## src/rtl/core/radius_match_last_index_search_core_macros.svh

```systemverilog
// Assertion macros used by the top level of the radius match search core.
`ifndef RADIUS_MATCH_LAST_INDEX_SEARCH_CORE_MACROS_SVH
`define RADIUS_MATCH_LAST_INDEX_SEARCH_CORE_MACROS_SVH

// Same-cycle implication, sampled on clk_i and disabled while rst_ni is low.
`define RMLS_ASSERT_SAME(label, ante, cons) \
  label: assert property (@(posedge clk_i) disable iff (!rst_ni) (ante) |-> (cons)) \
    else $error("rmls: same-cycle check failed");

// Next-cycle implication, sampled on clk_i and disabled while rst_ni is low.
`define RMLS_ASSERT_NEXT(label, ante, cons) \
  label: assert property (@(posedge clk_i) disable iff (!rst_ni) (ante) |=> (cons)) \
    else $error("rmls: next-cycle check failed");

`endif

```

## src/rtl/core/rmls_pkg.sv

```systemverilog
// Shared widths and controller/datapath interface types of the radius match search core.
package rmls_pkg;

  // Fixed widths of the beat fields and of the entry count register.
  localparam int unsigned IDX_W = 10;
  localparam int unsigned CNT_W = 11;

  // Values of the mode field.
  localparam logic MODE_LOAD  = 1'b0;
  localparam logic MODE_QUERY = 1'b1;

  // Commands from the controller to the datapath.
  typedef struct packed {
    logic load_we;  // write the incoming beat into the position table
    logic start;    // latch the query point and radius, clear the running match
    logic issue;    // read one table entry and advance the scan counter
    logic publish;  // move the running match into the output register
  } rmls_cmd_t;

  // Status from the datapath to the controller.
  typedef struct packed {
    logic scan_last;   // the scan counter points at the last entry to read
    logic scan_empty;  // the query scans no entries at all
    logic pipe_busy;   // compare pipeline still holds entries in flight
    logic out_full;    // output register holds a beat not yet taken
    logic out_taken;   // output beat is taken at this edge
  } rmls_sts_t;

endpackage

```

## src/rtl/core/rmls_ctrl.sv

```systemverilog
// Controller state machine of the radius match search core.
module rmls_ctrl
  import rmls_pkg::*;
(
  input  logic      clk_i,
  input  logic      rst_ni,
  input  logic      in_valid_i,
  input  logic      mode_i,
  output logic      in_stall_o,
  input  rmls_sts_t sts_i,
  output rmls_cmd_t cmd_o
);

  localparam logic [1:0] ST_IDLE  = 2'd0;
  localparam logic [1:0] ST_SCAN  = 2'd1;
  localparam logic [1:0] ST_DRAIN = 2'd2;

  logic [1:0] state_q, state_d;
  logic       in_acc;

  assign in_stall_o = (state_q != ST_IDLE);
  assign in_acc     = in_valid_i && !in_stall_o;

  always_comb begin
    cmd_o         = '0;
    state_d       = state_q;
    cmd_o.load_we = in_acc && (mode_i == MODE_LOAD);
    cmd_o.start   = in_acc && (mode_i == MODE_QUERY);
    case (state_q)
      ST_IDLE: begin
        if (cmd_o.start) begin
          state_d = ST_SCAN;
        end
      end
      ST_SCAN: begin
        cmd_o.issue = !sts_i.scan_empty;
        if (sts_i.scan_empty || sts_i.scan_last) begin
          state_d = ST_DRAIN;
        end
      end
      ST_DRAIN: begin
        // Publish once the last compare has landed and the output slot is free.
        if (!sts_i.pipe_busy && (!sts_i.out_full || sts_i.out_taken)) begin
          cmd_o.publish = 1'b1;
          state_d       = ST_IDLE;
        end
      end
      default: begin
        state_d = ST_IDLE;
      end
    endcase
  end

  always_ff @(posedge clk_i or negedge rst_ni) begin
    if (!rst_ni) begin
      state_q <= ST_IDLE;
    end else begin
      state_q <= state_d;
    end
  end

endmodule

```

## config.mk

```make
export PLATFORM = sky130hd
export DESIGN_NAME = rmls_ctrl
export DESIGN_NICKNAME = d
export VERILOG_FILES = /design/src/rtl/core/radius_match_last_index_search_core_macros.svh /design/src/rtl/core/rmls_pkg.sv /design/src/rtl/core/rmls_ctrl.sv
export SDC_FILE = /design/constraint.sdc
export NUM_CORES = 1
export LEC_CHECK = 0
export BUFFER_PORTS_ARGS = -buffer_cell sky130_fd_sc_hd__buf_2
export CORE_AREA = 2 2 39 41
export CTS_CLUSTER_SIZE = 8
export DETAILED_ROUTE_END_ITERATION = 7
export DIE_AREA = 0 0 41 43
export HOLD_SLACK_MARGIN = 0.1
export PLACE_DENSITY = 0.39
export SKIP_CTS_REPAIR_TIMING = 1
export SLEW_MARGIN = 20
export SYNTH_ARGS = -nofsm -noshare
export SYNTH_HDL_FRONTEND = slang
export SYNTH_SLANG_ARGS = --single-unit
```

## constraint.sdc

```tcl
create_clock -name clk_i -period 1.9 [get_ports clk_i]
set_input_delay 0.285 -clock clk_i [delete_from_list [all_inputs] [get_ports clk_i]]
set_output_delay 0.285 -clock clk_i [all_outputs]
set_load 0.05 [all_outputs]
```

### After elaboration in Yosys (flattened, before gate mapping)

Cells that the tools add are included.

| operators by class | value |
|---|---|
| reduce and logical (&&, ||, !) cells | 13 |
| equality and inequality tests | 5 |
| multiplexer cells | 7 |
| bitwise operators | 1 |

Operators with widths:

| kind | number |
|---|---|
| 2-bit two-way mux | 3 |
| 2-bit inequality test (second input constant) | 3 |
| 2-bit case mux with 3 select lines | 1 |
| 1-bit logical AND | 4 |
| 1-bit zero test | 4 |
| 1-bit two-way mux | 3 |
| 3-bit AND reduction | 1 |
| 2-bit by 1-bit == test with 1-bit output (second input constant) | 1 |
| 2-bit == test (second input constant) | 1 |
| 2-bit zero test | 1 |
| 1-bit logical OR | 2 |
| 2-bit nonzero test | 1 |
| 1-bit NOT | 1 |

| word-level totals | value |
|---|---|
| bits in registers | 2 |
| output and inout port bits | 5 |
| word-level logic and storage cells | 27 |
| input port bits | 9 |

### Logic depth before layout (Yosys ltp)

| depth | value |
|---|---|
| depth after elaboration | 6 |
| mapped depth | 3 |
| depth with buffers taken out | 3 |

### Worst setup path before layout

OpenSTA, ideal clock, no wires.

| timing path | value |
|---|---|
| path type | flip-flop to output port |
| start point | register state_q[0] |
| end point | output port cmd_o[0] in the netlist's numbering |
| buffers on the path | 0 |
| required time | 1.615 ns |
| arrival time | 1.398 ns |
| stages on the path, launching flop included | 2 |
| setup slack | 0.217 ns |
| cell sequence | dfrtp_1 > nor4b_2 |

RTL lines:

| item | RTL line | source |
|---|---|---|
| start, declared | rmls_ctrl.sv:18 | `logic [1:0] state_q, state_d;` |
| start signal, assigned | rmls_ctrl.sv:58 | `state_q <= state_d;` |
| end, declared | rmls_ctrl.sv:11 | `output rmls_cmd_t cmd_o` |

==> impl_metrics.tcl <==
set metrics [dict create \
    finalNetCount 45 \
    syn_nets 26 \
    slowest_stage "dfrtp_1" \
    seq_area_frac_synth 0.3670 \
    fin_crit_sh 0.8183 \
    place_area_sq_um 221.5 \
    r2r-start "state_q[1]" \
    syn_area_sq_um 136.4 \
    grt_pass1_wl_um 696 \
    fp.dieW_um 41 \
    area_growth_pct 86.24 \
    cts_htree_levels 1 \
    status "completed" \
    leakagePower_uw 0.0001373 \
    period_needed_ns 1.555 \
    largest_reg_flops 2 \
    layout-drive-gt1-share 0.5294 \
    synth_top_area_cell "dfrtp_1" \
    worstSetupPathType "flip-flop to output port" \
    fin_util 0.1835 \
    cts_tree "done" \
    max_stage_delay_ns 0.42 \
    drtPass1Iterations 2 \
    portBuffers 13 \
    core_sq_um 1384 \
    avgRoutedWirePerCell_um 9.420 \
    globalplace.congestion 0.6200 \
    finalSetupViolations 0 \
    fin_tns_setup_ns 0 \
    cp_max_fo 6 \
    power_density_nw_per_um2 1080 \
    drc_errors 0 \
    cts.sinks 2 \
    hold_class "input pin to flip-flop" \
    synthDistinctLibCells 12 \
    synth_top_area_frac 0.3670 \
    ir_worst_vdd_uv 203.2 \
    routed_via_density 3.340 \
    rsz0062_at_grt "false" \
    final_cell_mix "buf_2 (13), nor2_1 (4), clkbuf_4 (3), nand2_1 (2), dfrtp_1 (2)" \
    cts_root_buffer "clkbuf_4" \
    top_regs "state_q: 2 flops" \
    grt_max_degree 7 \
    crit_start "state_q[0]" \
    slew_headroom 0.8293 \
    clk_latency_ns 0.22 \
    rows 14 \
    cap_violations 0 \
    fillers 166 \
    holdCritStartpoint "sts_i[4]" \
    clk_path_buf_depth 2 \
    die-area_sq_um 1763 \
    synth_cells 17 \
    num_vias 167 \
    power_uw 274.2 \
    syn_avg_cell_area_sq_um 8.022 \
    grt_pass1_vias 181 \
    stdcell_area_sq_um 254.0 \
    end_kind "output port" \
    startpoint_type "flip-flop" \
    tightest_slew_ns 0.2579 \
    fp.dieH_um 43 \
    finClkSkew_ns 0.001276 \
    drv_slew 0 \
    numCtsBuffers 3 \
    worstPathRequired_ns 1.62 \
    dp_hpwl_um 404.7 \
    mostFrequentLayoutCell "buf_2" \
    yosys-top-cells-area "dfrtp_1 (37%), nor2_1 (11%), nor4b_2 (11%), nor2b_2 (6.4%), nand2_1 (5.5%)" \
    final_antenna_net_count 0 \
    antenna_found_initial 0 \
    top_register "state_q" \
    clk_pin_slew_ns 0.03 \
    finalHoldViolations 0 \
    cp.arrival_ns 1.27 \
    path_common_cell "nor2_1" \
    ys_ff_latch 2 \
    start_util 0.09855 \
    io_pins 14 \
    grt_usage 0.06426 \
    n_antenna_cell 0 \
    gr-total-overflow 0 \
    synth_warnings 0 \
    path_cells "nor2_1 > nand2_1 > nor2_1 > buf_2" \
    clock.fmax_ghz 0.6432 \
    routed_wl_um 471 \
    drt-initial-drc-count 1 \
]
==> final cells by class <==
| type | instances | area, sq um | area share |
|---|---|---|---|
| Inverter | 1 | 3.754 | 0.01478 |
| Clock buffer | 3 | 22.52 | 0.08867 |
| Tap cell | 16 | 20.02 | 0.07882 |
| Timing Repair Buffer | 14 | 75.07 | 0.2956 |
| Multi-Input combinational cell | 14 | 82.58 | 0.3251 |
| Sequential cell | 2 | 50.05 | 0.1970 |
==> power by group <==
part | internal, uW | total, uW | leakage, uW | switching (uW)
combinational | 35.6 | 120 | 0.0000973 | 84.4
clock | 69.6 | 92.6 | 0.0000138 | 23.0
sequential | 51.6 | 61.6 | 0.0000263 | 10.0
total | 157 | 274 | 0.000137 | 117
==> final timing paths <==
path	end	slack, ns	cells past startpoint
setup / recovery	cmd_o[3]	0.35	4
hold reg to reg	state_q[0]	0.47	1
setup reg to reg	state_q[1]	1.08	2
min in group asynchronous	state_q[0]	0.39	2
max in group asynchronous	state_q[1]	1.42	2
hold / removal	state_q[0]	0.34	4
==> per-layer routing <==
layer / vias to the layer above / wire length, um / global-route usage / share of wire
li1: 93 / - / - / -
met1: 60 / 242 / 0.1029 / 0.51
met2: 14 / 139 / 0.04688 / 0.30
met3: 0 / 89 / 0.02618 / 0.19
met4: 0 / 0 / 0.08000 / 0
met5: - / 0 / 0 / 0
==> synthesized netlist by cell type <==
cell,number
nor4b_2,1
nor2b_2,1
and3_1,1
o22ai_1,1
o21ai_0,1
nand2b_1,1
nand3b_1,1
inv_1,1
nor2_1,4
a21oi_1,1
nand2_1,2
dfrtp_1,2
==> kinds of logic (layout without fill, tap and decap cells) <==
kind of cell | count (synthesis) | count (layout) | share of synthesized area
simple gates | 11 | 11 | 0.4863
compound gates | 3 | 3 | 0.1192
flops | 2 | 2 | 0.3670
buf+inv | 1 | 18 | 0.02750
==> worst max-delay path, delay by kind of cell (launching register included) <==
| family | cells | cell delay (ns) |
|---|---|---|
| buffers and inverters | 1 | 0.26 |
| flip-flops | 1 | 0.42 |
| AND/OR/NAND/NOR | 3 | 0.36 |
==> metrics by stage <==
stage                     hold slack (ns)  setup slack [ns]  std cells
after floorplan                  -0.01059            0.2172         17
after detailed placement          0.07266            0.5643         46
after CTS                         -0.1689            0.3174         49
after global placement            0.07756            0.5762         46
final                              0.3410            0.3453         50
after global routing               0.3783            0.2396         50
Power figures use the tool's default switching activity.
